`src/sv/mqsb_pkg.sv`:
```
// Package for the shared-buffer multi-queue: field widths, command and status codes.
`default_nettype none

package mqsb_pkg;

  // Field widths of the command and result beats
  localparam int unsigned CMD_W    = 2;
  localparam int unsigned QIDX_W   = 2;
  localparam int unsigned VALUE_W  = 32;
  localparam int unsigned STATUS_W = 2;

  // Command codes; the last code is a no-op
  typedef enum logic [CMD_W-1:0] {
    CMD_ENQ       = 2'd0,
    CMD_ENQ_SHORT = 2'd1,
    CMD_DEQ_LONG  = 2'd2,
    CMD_NOP       = 2'd3
  } cmd_e;

  // Result status codes
  typedef enum logic [STATUS_W-1:0] {
    ST_OK        = 2'd0,
    ST_OVERFLOW  = 2'd1,
    ST_UNDERFLOW = 2'd2
  } status_e;

endpackage : mqsb_pkg

`default_nettype wire

```
`src/sv/mqsb_if.sv`:
```
// Valid/ready channel interfaces for command beats and result beats.
`default_nettype none

interface mqsb_cmd_if ();
  import mqsb_pkg::*;

  logic                      valid;
  logic                      ready;
  logic [CMD_W-1:0]          command;
  logic [QIDX_W-1:0]         queue_index;
  logic signed [VALUE_W-1:0] value_in;

  modport source (output valid, output command, output queue_index, output value_in,
                  input ready);
  modport sink   (input valid, input command, input queue_index, input value_in,
                  output ready);
endinterface : mqsb_cmd_if

interface mqsb_res_if ();
  import mqsb_pkg::*;

  logic                      valid;
  logic                      ready;
  logic [STATUS_W-1:0]       status;
  logic [QIDX_W-1:0]         served_queue;
  logic signed [VALUE_W-1:0] value_out;

  modport source (output valid, output status, output served_queue, output value_out,
                  input ready);
  modport sink   (input valid, input status, input served_queue, input value_out,
                  output ready);
endinterface : mqsb_res_if

`default_nettype wire

```
`src/sv/mqsb_ram.sv`:
```
// Generic simple dual-port RAM: one write port, one read port with registered data.
`default_nettype none

module mqsb_ram #(
  parameter int unsigned WIDTH = 32,
  parameter int unsigned DEPTH = 64
) (
  input  wire logic                     clk_i,
  input  wire logic                     we_i,
  input  wire logic [$clog2(DEPTH)-1:0] waddr_i,
  input  wire logic [WIDTH-1:0]         wdata_i,
  input  wire logic                     re_i,
  input  wire logic [$clog2(DEPTH)-1:0] raddr_i,
  output logic      [WIDTH-1:0]         rdata_o
);

  logic [WIDTH-1:0] mem_q [DEPTH];
  logic [WIDTH-1:0] rdata_q;

  // Write and read; read data holds while no read is issued
  always_ff @(posedge clk_i) begin
    if (we_i) begin
      mem_q[waddr_i] <= wdata_i;
    end
    if (re_i) begin
      rdata_q <= mem_q[raddr_i];
    end
  end

  assign rdata_o = rdata_q;

endmodule : mqsb_ram

`default_nettype wire

```
`src/sv/multi_queue_shared_buffer_core.sv`:
```
// Top level: several linked FIFO queues sharing one cell store and a free list.
//
// Usage: each command beat on cmd_i enqueues value_in to a named queue, enqueues
// to the shortest queue, or dequeues from the longest queue (ties go to the
// lowest index); the fourth command code does nothing. Each command yields
// exactly one result beat on res_o with a status (ok, overflow when no cell is
// free, underflow when all queues are empty), the queue served and the
// dequeued item.
// Timing: a command is accepted in the idle state; the link state then uses the
// registered link read of the cell store and, once the output register is free,
// updates the lists and loads the result beat. Every command passes the link
// state because of the registered read port of the link RAM that each enqueue and
// dequeue must pass through before the free list and queue heads can move.
// A result waiting in the output register does not block acceptance of the
// next command; if it is still not taken when the next one finishes, that
// command holds in the link state until res_o.ready.
// Reset: all queues empty and all cells free. Cells never handed out are
// tracked by a fill count, so no clearing pass runs and commands are taken
// as soon as reset is released.
`default_nettype none

module multi_queue_shared_buffer_core #(
  parameter int unsigned QUEUES     = 4,
  parameter int unsigned CELLS      = 64,
  parameter int unsigned DATA_WIDTH = 32
) (
  input  wire logic clk_i,
  input  wire logic rst_ni,
  mqsb_cmd_if.sink  cmd_i,
  mqsb_res_if.source res_o
);
  import mqsb_pkg::*;

  localparam int unsigned CW = $clog2(CELLS);
  localparam int unsigned NW = $clog2(CELLS + 1);
  localparam int unsigned QW = $clog2(QUEUES);
  localparam int unsigned QP = 1 << QW;

  typedef enum logic {
    S_IDLE,
    S_LINK
  } state_e;

  typedef enum logic [1:0] {
    OP_NONE,
    OP_ENQ,
    OP_DEQ
  } op_e;

  // State
  state_e          state_q;
  op_e             op_q;
  status_e         stat_q;
  logic [QW-1:0]   srv_q;
  logic [CW-1:0]   cell_q;
  logic            fresh_hit_q;
  logic            was_empty_q;
  logic [CW-1:0]   free_head_q;
  logic [NW-1:0]   free_count_q;
  logic [NW-1:0]   fresh_q;
  logic [CW-1:0]   queue_head_q  [QUEUES];
  logic [CW-1:0]   queue_tail_q  [QUEUES];
  logic [NW-1:0]   queue_count_q [QUEUES];

  logic                 res_valid_q;
  status_e              res_status_q;
  logic [QIDX_W-1:0]    res_served_q;
  logic [VALUE_W-1:0]   res_value_q;

  // Selection trees
  logic [NW-1:0] mn_cnt [2*QP];
  logic [QW-1:0] mn_idx [2*QP];
  logic [NW-1:0] mx_cnt [2*QP];
  logic [QW-1:0] mx_idx [2*QP];

  // Issue-cycle decode
  cmd_e           cmd;
  logic           accept;
  logic           is_enq;
  logic           is_deq;
  logic           enq_ok;
  logic           deq_ok;
  logic [QW-1:0]  qi_mod;
  logic [QW-1:0]  served_d;
  logic [CW-1:0]  cell_d;
  status_e        stat_d;
  op_e            op_d;

  // Link-cycle signals
  logic                  done;
  logic [CW-1:0]         next_link;
  logic [CW-1:0]         link_rdata;
  logic [DATA_WIDTH-1:0] data_rdata;
  logic [63:0]           item_ext;
  logic                  link_we;
  logic [CW-1:0]         link_waddr;
  logic [CW-1:0]         link_wdata;

  // Shortest and longest queue: pairwise trees, left side wins ties
  always_comb begin
    for (int i = 0; i < QP; i++) begin
      if (i < QUEUES) begin
        mn_cnt[QP+i] = queue_count_q[i];
        mx_cnt[QP+i] = queue_count_q[i];
      end else begin
        mn_cnt[QP+i] = '1;
        mx_cnt[QP+i] = '0;
      end
      mn_idx[QP+i] = QW'(i);
      mx_idx[QP+i] = QW'(i);
    end
    mn_cnt[0] = '0;
    mn_idx[0] = '0;
    mx_cnt[0] = '0;
    mx_idx[0] = '0;
    for (int n = QP - 1; n >= 1; n--) begin
      if (mn_cnt[2*n+1] < mn_cnt[2*n]) begin
        mn_cnt[n] = mn_cnt[2*n+1];
        mn_idx[n] = mn_idx[2*n+1];
      end else begin
        mn_cnt[n] = mn_cnt[2*n];
        mn_idx[n] = mn_idx[2*n];
      end
      if (mx_cnt[2*n+1] > mx_cnt[2*n]) begin
        mx_cnt[n] = mx_cnt[2*n+1];
        mx_idx[n] = mx_idx[2*n+1];
      end else begin
        mx_cnt[n] = mx_cnt[2*n];
        mx_idx[n] = mx_idx[2*n];
      end
    end
  end

  // Fold the named queue index into range
  always_comb begin
    if (32'(cmd_i.queue_index) >= QUEUES) begin
      qi_mod = QW'(32'(cmd_i.queue_index) - QUEUES);
    end else begin
      qi_mod = QW'(cmd_i.queue_index);
    end
  end

  // Decode the incoming command and pick queue and cell
  assign accept = cmd_i.valid && (state_q == S_IDLE);
  assign cmd    = cmd_e'(cmd_i.command);

  always_comb begin
    is_enq   = 1'b0;
    is_deq   = 1'b0;
    served_d = '0;
    case (cmd)
      CMD_ENQ: begin
        is_enq   = 1'b1;
        served_d = qi_mod;
      end
      CMD_ENQ_SHORT: begin
        is_enq   = 1'b1;
        served_d = mn_idx[1];
      end
      CMD_DEQ_LONG: begin
        is_deq   = 1'b1;
        served_d = mx_idx[1];
      end
      default: begin
        served_d = '0;
      end
    endcase
    enq_ok = is_enq && (free_count_q != '0);
    deq_ok = is_deq && (mx_cnt[1] != '0);
    cell_d = is_enq ? free_head_q : queue_head_q[served_d];
    stat_d = ST_OK;
    op_d   = OP_NONE;
    if (is_enq) begin
      if (enq_ok) begin
        op_d = OP_ENQ;
      end else begin
        stat_d = ST_OVERFLOW;
      end
    end else if (is_deq) begin
      if (deq_ok) begin
        op_d = OP_DEQ;
      end else begin
        stat_d   = ST_UNDERFLOW;
        served_d = '0;
      end
    end
  end

  // Cell store: item data and next links
  mqsb_ram #(
    .WIDTH (DATA_WIDTH),
    .DEPTH (CELLS)
  ) u_data_ram (
    .clk_i   (clk_i),
    .we_i    (accept && enq_ok),
    .waddr_i (free_head_q),
    .wdata_i (DATA_WIDTH'({32'd0, cmd_i.value_in})),
    .re_i    (accept && deq_ok),
    .raddr_i (cell_d),
    .rdata_o (data_rdata)
  );

  mqsb_ram #(
    .WIDTH (CW),
    .DEPTH (CELLS)
  ) u_link_ram (
    .clk_i   (clk_i),
    .we_i    (link_we),
    .waddr_i (link_waddr),
    .wdata_i (link_wdata),
    .re_i    (accept && (enq_ok || deq_ok)),
    .raddr_i (cell_d),
    .rdata_o (link_rdata)
  );

  // Link cycle: a cell never handed out links to the following index
  assign done      = (state_q == S_LINK) && (!res_valid_q || res_o.ready);
  assign next_link = fresh_hit_q ? ((cell_q == CW'(CELLS - 1)) ? '0 : cell_q + 1'b1)
                                 : link_rdata;
  assign item_ext  = 64'(signed'(data_rdata));

  // Append to the tail on enqueue, push the freed cell on dequeue
  assign link_we    = done && (((op_q == OP_ENQ) && !was_empty_q) || (op_q == OP_DEQ));
  assign link_waddr = (op_q == OP_ENQ) ? queue_tail_q[srv_q] : cell_q;
  assign link_wdata = (op_q == OP_ENQ) ? cell_q : free_head_q;

  // State and result register
  always_ff @(posedge clk_i or negedge rst_ni) begin
    if (!rst_ni) begin
      state_q      <= S_IDLE;
      op_q         <= OP_NONE;
      stat_q       <= ST_OK;
      srv_q        <= '0;
      cell_q       <= '0;
      fresh_hit_q  <= 1'b0;
      was_empty_q  <= 1'b0;
      free_head_q  <= '0;
      free_count_q <= NW'(CELLS);
      fresh_q      <= '0;
      for (int i = 0; i < QUEUES; i++) begin
        queue_head_q[i]  <= '0;
        queue_tail_q[i]  <= '0;
        queue_count_q[i] <= '0;
      end
      res_valid_q  <= 1'b0;
      res_status_q <= ST_OK;
      res_served_q <= '0;
      res_value_q  <= '0;
    end else begin
      // Drop the result once taken
      if (res_valid_q && res_o.ready) begin
        res_valid_q <= 1'b0;
      end
      case (state_q)
        S_IDLE: begin
          if (accept) begin
            state_q     <= S_LINK;
            op_q        <= op_d;
            stat_q      <= stat_d;
            srv_q       <= served_d;
            cell_q      <= cell_d;
            fresh_hit_q <= (NW'(cell_d) >= fresh_q);
            was_empty_q <= (queue_count_q[served_d] == '0);
          end
        end
        S_LINK: begin
          if (done) begin
            state_q      <= S_IDLE;
            res_valid_q  <= 1'b1;
            res_status_q <= stat_q;
            res_served_q <= QIDX_W'(srv_q);
            res_value_q  <= (op_q == OP_DEQ) ? item_ext[VALUE_W-1:0] : '0;
            case (op_q)
              OP_ENQ: begin
                free_head_q          <= next_link;
                free_count_q         <= free_count_q - 1'b1;
                if (fresh_hit_q) begin
                  fresh_q <= fresh_q + 1'b1;
                end
                if (was_empty_q) begin
                  queue_head_q[srv_q] <= cell_q;
                end
                queue_tail_q[srv_q]  <= cell_q;
                queue_count_q[srv_q] <= queue_count_q[srv_q] + 1'b1;
              end
              OP_DEQ: begin
                queue_head_q[srv_q]  <= next_link;
                queue_count_q[srv_q] <= queue_count_q[srv_q] - 1'b1;
                free_head_q          <= cell_q;
                free_count_q         <= free_count_q + 1'b1;
              end
              default: begin
                free_head_q <= free_head_q;
              end
            endcase
          end
        end
        default: begin
          state_q <= S_IDLE;
        end
      endcase
    end
  end

  assign cmd_i.ready        = (state_q == S_IDLE);
  assign res_o.valid        = res_valid_q;
  assign res_o.status       = res_status_q;
  assign res_o.served_queue = res_served_q;
  assign res_o.value_out    = res_value_q;

  // Free cells never exceed the store
  a_free_bound: assert property (@(posedge clk_i) disable iff (!rst_ni)
    free_count_q <= NW'(CELLS))
    else $error("free count above store depth");

  // Cells never handed out are always free
  a_fresh_free: assert property (@(posedge clk_i) disable iff (!rst_ni)
    (fresh_q <= NW'(CELLS)) && ((NW'(CELLS) - fresh_q) <= free_count_q))
    else $error("fill count inconsistent with free count");

  // Overflow only when no cell is free
  a_overflow: assert property (@(posedge clk_i) disable iff (!rst_ni)
    (state_q == S_LINK && stat_q == ST_OVERFLOW) |-> (free_count_q == '0))
    else $error("overflow reported with free cells");

  // Underflow only when every queue is empty
  a_underflow: assert property (@(posedge clk_i) disable iff (!rst_ni)
    (state_q == S_LINK && stat_q == ST_UNDERFLOW) |-> (mx_cnt[1] == '0))
    else $error("underflow reported with a non-empty queue");

endmodule : multi_queue_shared_buffer_core

`default_nettype wire
```
`src/flat_wrapper.sv`:
```
// flat-port wrapper written by rule: the top's interface ports become plain ports
module multi_queue_shared_buffer_core_flat import mqsb_pkg::*;
#(
  parameter int unsigned QUEUES     = 4,
  parameter int unsigned CELLS      = 64,
  parameter int unsigned DATA_WIDTH = 32
)
  (clk_i, rst_ni, cmd_i_valid, cmd_i_command, cmd_i_queue_index, cmd_i_value_in, cmd_i_ready, res_o_valid, res_o_status, res_o_served_queue, res_o_value_out, res_o_ready);
  mqsb_cmd_if cmd_i_i ();
  mqsb_res_if res_o_i ();
  input  wire logic clk_i;
  input  wire logic rst_ni;
  input wire logic [$bits(cmd_i_i.valid)-1:0] cmd_i_valid;
  input wire logic [$bits(cmd_i_i.command)-1:0] cmd_i_command;
  input wire logic [$bits(cmd_i_i.queue_index)-1:0] cmd_i_queue_index;
  input wire logic [$bits(cmd_i_i.value_in)-1:0] cmd_i_value_in;
  output wire logic [$bits(cmd_i_i.ready)-1:0] cmd_i_ready;
  output wire logic [$bits(res_o_i.valid)-1:0] res_o_valid;
  output wire logic [$bits(res_o_i.status)-1:0] res_o_status;
  output wire logic [$bits(res_o_i.served_queue)-1:0] res_o_served_queue;
  output wire logic [$bits(res_o_i.value_out)-1:0] res_o_value_out;
  input wire logic [$bits(res_o_i.ready)-1:0] res_o_ready;
  assign cmd_i_i.valid = cmd_i_valid;
  assign cmd_i_i.command = cmd_i_command;
  assign cmd_i_i.queue_index = cmd_i_queue_index;
  assign cmd_i_i.value_in = cmd_i_value_in;
  assign cmd_i_ready = cmd_i_i.ready;
  assign res_o_valid = res_o_i.valid;
  assign res_o_status = res_o_i.status;
  assign res_o_served_queue = res_o_i.served_queue;
  assign res_o_value_out = res_o_i.value_out;
  assign res_o_i.ready = res_o_ready;
  multi_queue_shared_buffer_core #(.QUEUES(QUEUES), .CELLS(CELLS), .DATA_WIDTH(DATA_WIDTH)) u_core (.clk_i(clk_i), .rst_ni(rst_ni), .cmd_i(cmd_i_i), .res_o(res_o_i));
endmodule
```
`config.mk`:
```
export PLATFORM = sky130hd
export DESIGN_NAME = multi_queue_shared_buffer_core_flat
export DESIGN_NICKNAME = d
export VERILOG_FILES = /design/src/sv/mqsb_pkg.sv /design/src/sv/mqsb_if.sv /design/src/sv/mqsb_ram.sv /design/src/sv/multi_queue_shared_buffer_core.sv /design/src/flat_wrapper.sv
export SDC_FILE = /design/constraint.sdc
export NUM_CORES = 2
export LEC_CHECK = 0
export ABC_AREA = 1
export BUFFER_PORTS_ARGS = -buffer_cell sky130_fd_sc_hd__buf_2
export CORE_MARGIN = 1
export CORE_UTILIZATION = 45
export CTS_CLUSTER_SIZE = 20
export DETAILED_ROUTE_END_ITERATION = 7
export SYNTH_ARGS = -nofsm -noshare
export SYNTH_HDL_FRONTEND = slang
export SYNTH_SLANG_ARGS = --single-unit
```
`constraint.sdc`:
```
create_clock -name clk_i -period 5.9 [get_ports clk_i]
set_clock_uncertainty 0.05 [all_clocks]
set_input_delay 0.295 -clock clk_i [delete_from_list [all_inputs] [get_ports clk_i]]
set_output_delay 0.295 -clock clk_i [all_outputs]
set_load 0.02 [all_outputs]
```
Word-level counts from Yosys, hierarchy flattened

Memories as Yosys holds them, arrays and structs flattened. A register that Yosys moved wholly into a read port is not among the register bits.
Cells that the tools add are included.

Add/subtract/negate cells: 6
Eq/ne operators: 6
$lt $le $gt $ge: 11
Mux-type cells: 67
Bitwise gates (word level): 4
Reductions and logical operators: 28

Operators by type and width:

| cell                                                                | number |
|---|---|
| 24-bit bitwise mux                                                  | 3 |
| 7-bit 2-to-1 mux                                                    | 10 |
| 6-bit 2-to-1 mux                                                    | 10 |
| 28-bit bitwise mux                                                  | 2 |
| 28-bit one-hot mux with 2 select lines                              | 1 |
| 24-bit one-hot mux with 2 select lines                              | 1 |
| 32-bit 2-to-1 mux                                                   | 1 |
| 7-bit binary-select mux with 2-bit select                           | 2 |
| 6-bit binary-select mux with 2-bit select                           | 2 |
| 24-bit 2-to-1 mux                                                   | 1 |
| 2-bit 2-to-1 mux                                                    | 11 |
| 7-bit by 1-bit adder with 7-bit output (second input constant)      | 3 |
| 7-bit > comparator                                                  | 3 |
| 7-bit < comparator                                                  | 3 |
| 1-bit 2-to-1 mux                                                    | 17 |
| 7-bit demux with 2-bit select                                       | 1 |
| 7-bit one-hot mux with 2 select lines                               | 1 |
| 7-bit nonzero test                                                  | 2 |
| 7-bit by 1-bit subtractor with 7-bit output (second input constant) | 2 |
| 6-bit demux with 2-bit select                                       | 1 |
| 6-bit one-hot mux with 2 select lines                               | 1 |
| 1-bit logical AND                                                   | 11 |
| 3-bit greater-or-equal comparator (second input constant)           | 3 |
| 2-bit NOT with 3-bit output                                         | 3 |
| other kinds (19)                                                    | 27 |

Input bits: 40
Word-level logic and storage cells: 150
Flip-flop bits (word level): 148
Output and inout port bits: 38
Memories: 2
RAM bits: 2432

Memories:

| memory                  | words | bits a word | rd ports | clocked after memory_dff | write ports | line           | RTL |
|---|---|---|---|---|---|---|---|
| u_core.u_data_ram.mem_q | 64    | 32          | 1        | 1                        | 1           | mqsb_ram.sv:17 | `logic [WIDTH-1:0] mem_q [DEPTH];` |
| u_core.u_link_ram.mem_q | 64    | 6           | 1        | 1                        | 1           | mqsb_ram.sv:17 |  |

Depth between registers and ports, before layout

Depth after elaboration: 14
Depth in mapped cells: 40
Depth with buffers taken out: 36

By module

From an unflattened synthesis, not the netlist that was laid out.

Cell total of the unflattened synthesis: 9235
Area total of the unflattened synthesis: 107605.7 um^2

Modules (own cells, without submodules):

| module                         | area each (um^2) | sequential area each (um^2) | cells an instance | times used |
|---|---|---|---|---|
| mqsb_ram (u_core.u_data_ram)   | 83058.4          | 62459.9                     | 6769              | 1 |
| mqsb_ram (u_core.u_link_ram)   | 15990.3          | 11711.2                     | 1376              | 1 |
| multi_queue_shared_buffer_core | 8557.0           | 3704.8                      | 1090              | 1 |

Worst setup path before layout

No wires, ideal clock.

Path kind: register to register
From: register u_core.queue_count_q, in the netlist u_core.mn_cnt[19]
To: register u_core.fresh_hit_q
Setup slack: 967 ps
Buffers on the path: 4
Clock period less this slack: 4933 ps
Library setup time: 133 ps
Required time: 5717 ps
Data arrival time: 4750 ps
Stages on the path, launching flop included: 38
Cell sequence: dfrtp_1 ha_1 nand2_2 inv_2 a21oi_2 nand2_2 nand2_1 clkbuf_1 nand2_1 o21ai_0 ha_1 a21oi_1 o21a_1 a21boi_1 nor2_1 inv_2 nand2_1 nand3_1 [... 2 more ...] nand2_2 buf_6 nand2_1 nand3_1 nand2_1 nand2_1 nand2_4 inv_4 buf_2 buf_2 ha_1 a21boi_0 o21a_1 o21a_1 o21a_1 o21a_1 o21ai_0 o21ai_0

Cells in the longest elaborated chain, start to end: 11
Elaborated cells on any way between the ends: 17
Those cells by class: 5 x order compare; 11 x mux; 1 x bitwise

RTL lines:

| item                                                           | line                                                                         | RTL |
|---|---|---|
| start, declared                                                | multi_queue_shared_buffer_core.sv:63                                         | `logic [NW-1:0] queue_count_q [QUEUES];` |
| start signal, assigned by index                                | multi_queue_shared_buffer_core.sv:284                                        | `queue_count_q[srv_q] <= queue_count_q[srv_q] + 1'b1;` |
| start signal, assigned by index                                | multi_queue_shared_buffer_core.sv:288                                        | `queue_count_q[srv_q] <= queue_count_q[srv_q] - 1'b1;` |
| 7-bit > comparator or 7-bit < comparator (tied branches)       | multi_queue_shared_buffer_core.sv:124, multi_queue_shared_buffer_core.sv:117 |  |
| 7-bit 2-to-1 mux (on tied branches)                            | multi_queue_shared_buffer_core.sv:124, multi_queue_shared_buffer_core.sv:117 |  |
| 7-bit > comparator or 7-bit < comparator (tied branches)       | multi_queue_shared_buffer_core.sv:124, multi_queue_shared_buffer_core.sv:117 |  |
| 2-bit 2-to-1 mux (on tied branches)                            | multi_queue_shared_buffer_core.sv:124, multi_queue_shared_buffer_core.sv:117 |  |
| 2-bit one-hot mux with 3 select lines *                        | multi_queue_shared_buffer_core.sv:151                                        | `case (cmd)` |
| 2-bit NOT with 3-bit output (not written as such) *            | multi_queue_shared_buffer_core.sv:170                                        | `cell_d = is_enq ? free_head_q : queue_head_q[served_d];` |
| 6-bit binary-select mux with 2-bit select *                    | multi_queue_shared_buffer_core.sv:170                                        |  |
| 6-bit 2-to-1 mux (not written as such) * (2 in a row)          | multi_queue_shared_buffer_core.sv:170                                        |  |
| 6-bit 2-to-1 mux *                                             | multi_queue_shared_buffer_core.sv:170                                        |  |
| via u_core.cell_d[1]                                           | multi_queue_shared_buffer_core.sv:85                                         | `logic [CW-1:0] cell_d;` |
| 6-bit by 7-bit greater-or-equal comparator with 1-bit output * | multi_queue_shared_buffer_core.sv:262                                        | `fresh_hit_q <= (NW'(cell_d) >= fresh_q);` |
| end signal, assigned                                           | multi_queue_shared_buffer_core.sv:262                                        |  |
| end, declared                                                  | multi_queue_shared_buffer_core.sv:56                                         | `logic fresh_hit_q;` |

The timed path passes the listed nets; every way through them passes the cells marked *. The select of a mux whose other input is x is not followed.
A chain may end at the register's enable or synchronous reset.

Final worst setup path

From: register u_core.queue_count_q, in the netlist u_core.mn_cnt[9]
To: register u_core.u_data_ram.rdata_q[27] (netlist: u_core.u_data_ram.rdata_o[27]) (read register of u_core.u_data_ram.mem_q), data pin

Cells in the longest elaborated chain, start to end: 10
Elaborated cells on any way between the ends: 20
Those cells by class: 4 x order compare; 12 x mux; 1 x bitwise; 3 x reduce/logical

RTL lines:

| item                                                     | line                                                                         | RTL |
|---|---|---|
| 7-bit > comparator or 7-bit < comparator (tied branches) | multi_queue_shared_buffer_core.sv:124, multi_queue_shared_buffer_core.sv:117 |  |
| 7-bit 2-to-1 mux (on tied branches)                      | multi_queue_shared_buffer_core.sv:124, multi_queue_shared_buffer_core.sv:117 |  |
| 7-bit > comparator or 7-bit < comparator (tied branches) | multi_queue_shared_buffer_core.sv:124, multi_queue_shared_buffer_core.sv:117 |  |
| 2-bit 2-to-1 mux (on tied branches)                      | multi_queue_shared_buffer_core.sv:124, multi_queue_shared_buffer_core.sv:117 |  |
| 2-bit one-hot mux with 3 select lines                    | multi_queue_shared_buffer_core.sv:151                                        |  |
| 2-bit NOT with 3-bit output (not written as such)        | multi_queue_shared_buffer_core.sv:170                                        |  |
| 6-bit binary-select mux with 2-bit select                | multi_queue_shared_buffer_core.sv:170                                        |  |
| 6-bit 2-to-1 mux (not written as such) (2 in a row)      | multi_queue_shared_buffer_core.sv:170                                        |  |
| 6-bit 2-to-1 mux                                         | multi_queue_shared_buffer_core.sv:170                                        |  |
| end, declared                                            | mqsb_ram.sv:18                                                               | `logic [WIDTH-1:0] rdata_q;` |

Several ways; a longest one is shown, not always the timed one. The select of a mux whose other input is x is not followed.

==> reports/qor.yml <==
power:
  p_seq_share_pct: 26.4
  ir_drop_v: 0.0006807
  powerDensity_mw_per_mm2: 634.2
  swShare_pct: 45.53
  clkPwrFrac_pct: 21.0
  comb_power_share_pct: 52.6
  cellLeakagePower_nw: 54.99
  internal_power_mw: 46.04
  switchingPower_mw: 38.48
clock_tree:
  clockRootBuffer: "clkbuf_16"
  cts_buffers: 297
  clock_latency_ps: 950
  cts_tree: "yes"
  htree_levels: 5
  clock_sink_count: 2618
  cts.clk_slew.worst_paths_ps: 70
  cts_buffer_depth: 4
floorplan:
  die-area_mm2: 0.2608
  coreArea_mm2: 0.2569
  die_y_um: 510.7
  ios: 78
  die_x_um: 510.7
  row_count: 186
  start_util_pct: 45.32
yosys:
  synth_top_family_by_area: "simple AND/OR/NAND/NOR gates"
  synth_compound_area_share_pct: 1.165
  synth.lib_cells_used.distinct: 52
  ys_ff_latch: 2618
  syn_area_per_cell_um2: 10.46
  ys_seq_area_share_pct: 66.88
  synth_nets: 11210
  synth.mux.area_fraction_pct: 0.01719
  synthCells: 11130
  async_flop_share_pct: 5.653
  synthAdderAreaFrac_pct: 0.4900
  netlist_area_mm2: 0.1164
  yosys.area_share.simple_pct: 22.02
  yosysWarnings: 0
  synth-edff-count: 2470
  synthFlopType: "edfxtp_1"
  synth-xor-area-share_pct: 0.1279
critical_path:
  end_kind: "flop"
  crit_fanout: 72
  r2r_end: "u_core.u_data_ram.rdata_o[27]"
  crit_type: "reg -> reg"
  r2r_cells: 33
  r2r_slack_ps: 320
  worstSetupStartpointType: "flop"
  crit_top_cell: "nand2_1"
  required_ps: 6530
  cp_slowest_cell: "dfrtp_1"
  slowest_delay_ps: 440
  cp_data_arrival_time_ps: 6210
  r2r-start: "u_core.mn_cnt[9]"
final_layout:
  area_growth_pct: 14.45
  fill_cells: 22370
  fin_util_pct: 51.87
  drive_gt1_share_pct: 9.230
  nNetsFinal: 11440
hold_path:
  whs_endpoint: "u_core.u_data_ram.mem_q[39][10]"
  hold_class: "in -> reg"
  min_from: "cmd_i_value_in[10]"
  min_path_cells: 2
sta:
  setup_viol: 0
  period_minus_slack_ps: 5580
  max-slew-margin-rel_pct: 13.41
  clock.fmax_mhz: 179.2
  drv_slew: 0
  finalHoldViolCount: 0
  period_share_pct: 94.58
  tightest_slew_ps: 1296
  setup_slack_ps: 320.0
grt:
  grt.total_usage_pct: 27.55
  antenna_found_initial: 12
  grt_overflow: 0
  grt_max_degree: 141
  grt_pass1_wl_um: 533700
  grt_pass1_vias: 79910
drt:
  vias_per_cell: 5.552
  first_iter_violations: 11120
  drtPass1Iterations: 6
  wl_um: 364200
  num_vias: 83010
  drt.antenna.violating_nets: 0
  route.detailed.drc: 0
  wl_per_cell_um: 24.36
place:
  place.gp.congestion: 0.8817
  hpwl_um: 210800
  pre_cts_ws_ps: -44.91
  port_buffers: 77
job:
  cap_violations: 0
status:
  status: "complete, no violations"
-- cells by family after synthesis --
family,Yosys count
and+or+nand+nor,5540
buffers and inverters,2665
DFF,2618
AOI/OAI and AO/OA,241
adders and majority gates,45
xor gates and xnor gates,17
muxes,2
-- final cells by class --
cell class                 instances  area (um^2)  share of cell area [%]
tap                             3384         4234                   3.177
timing repair buffer             553         5702                   4.279
multi-input combinational       5846        28610                   21.47
sequential                      2618        77880                   58.44
antenna                            6        15.01                 0.01127
inverter                        2035         7687                   5.769
clock buffer                     377         7910                   5.936
clock inverter                   130         1219                  0.9145
timing repair inverter             1        11.26                0.008450
-- cell usage in the layout (no fill, tap or decap), drive strengths merged, types with 2 or more instances in the layout --
cell type    synthesis  layout
nand4                8       8
xnor2                3       3
mux2i                2       2
nand2             2298    2299
o41ai                2       2
or2                  2       2
nor4                 4       4
o21ai              153     153
ha                  44      44
a21o                 2       2
buf                469     533
dlygate4sd3          0      19
nor2               191     191
edfxtp            2470    2470
clkbuf             161     378
dfrtp              147     147
bufinv               0      21
a22oi               13      13
inv               2029    2032
a21oi               33      33
clkinv               6     108
xor2                14      14
diode                0       6
a211oi               2       2
nand3b             381     381
nand3             2643    2643
o211ai               4       4
o21a                14      14
clkinvlp             0       5
a21boi               2       2
o22ai                8       8
nor3                11      11
a31oi                3       3
o2111ai              2       2
-- power groups by stage --
stage                     combinational [mW]  clock, mW  sequential (mW)
after floorplan                         25.1          0             22.6
after global placement                  42.8          0             22.7
after detailed placement                43.0          0             22.7
after CTS                               43.2       17.9             22.3
after global routing                    47.5       18.6             22.4
final                                   44.4       17.8             22.3
-- per-stage QoR --
stage / total power, mW / area (um^2) / TNS [ps] / cells / hold WS (ps)
3_3_place_gp: 65.46 / 123500 / -227.9 / 14410 / 283.7
3_5_place_dp: 65.71 / 123500 / -44.91 / 14410 / 291.0
2_1_floorplan: 47.64 / 116400 / 0 / 11130 / -50.59
6_report: 84.52 / 133300 / 0 / 14950 / 19.97
4_1_cts: 83.47 / 132900 / 0 / 14940 / 0.7350
5_1_grt: 88.50 / 133300 / -10.14 / 14950 / 29.36
-- worst max-delay path by stage --
| stage | slack, ps | depth (start not counted) | endpoint | startpoint |
|---|---|---|---|---|
| after detailed placement | -40 | 33 | u_core.u_data_ram.rdata_o[4] | u_core.mn_cnt[23] |
| after CTS | 10 | 32 | u_core.u_data_ram.rdata_o[4] | u_core.mn_cnt[23] |
| final | 320 | 33 | u_core.u_data_ram.rdata_o[27] | u_core.mn_cnt[9] |
| after global placement | -140 | 33 | u_core.u_data_ram.rdata_o[4] | u_core.mn_cnt[9] |
| after global routing | -9 | 35 | u_core.u_data_ram.rdata_o[12] | u_core.mn_cnt[23] |
| after floorplan | 970 | 37 | u_core.fresh_hit_q | u_core.mn_cnt[19] |
-- Yosys cell counts, drive strengths merged, types with 8 or more instances --
cell type / instances / area [um^2]
a21oi: 33 / 168.9
a22oi: 13 / 97.59
buf: 469 / 2577
clkbuf: 161 / 604.3
dfrtp: 147 / 3679
edfxtp: 2470 / 74170
ha: 44 / 550.5
inv: 2029 / 7626
nand2: 2298 / 8648
nand3: 2643 / 13250
nand3b: 381 / 2860
nand4: 8 / 50.05
nor2: 191 / 719.4
nor3: 11 / 55.05
o21a: 14 / 105.1
o21ai: 153 / 780.8
o22ai: 8 / 50.05
xor2: 14 / 122.6
-- registers in the layout (all words and copies together), names as in the netlist, 6 cells and up, named ones only --
signal / cells
u_core.u_data_ram.mem_q: 2048
u_core.u_link_ram.mem_q: 384
u_core.res_o.value_out: 32
u_core.u_data_ram.rdata_o: 32
u_core.mn_cnt: 24
u_core.queue_head_q: 24
u_core.queue_tail_q: 24
u_core.free_count_q: 7
u_core.fresh_q: 7
u_core.cell_q: 6
u_core.free_head_q: 6
u_core.u_link_ram.rdata_o: 6
-- critical path: cells and delay by family (launching register included) --
| family | cells | cell delay (ps) |
|---|---|---|
| compound gates | 4 | 700 |
| fa+ha+maj | 2 | 630 |
| buf+inv | 7 | 1100 |
| flops | 1 | 440 |
| simple gates | 20 | 2350 |
-- what timing repair did --
action / CTS / global route
buffers inserted: 0 / 4
hold buffers: 20 / 0
endpoints found under the hold margin: 273 / 0
endpoints found under the setup margin: 0 / 38
resized for setup: 0 / 56
-- metal layers --
metal / vias up / GRT usage [%] / wire length, um
li1: 37460 / - / -
met1: 40550 / 37.30 / 146800
met2: 4224 / 44.17 / 168100
met3: 769 / 4.515 / 33000
met4: 2 / 11.35 / 16200
met5: - / 0 / 9
(Power assumes the default switching activity.)
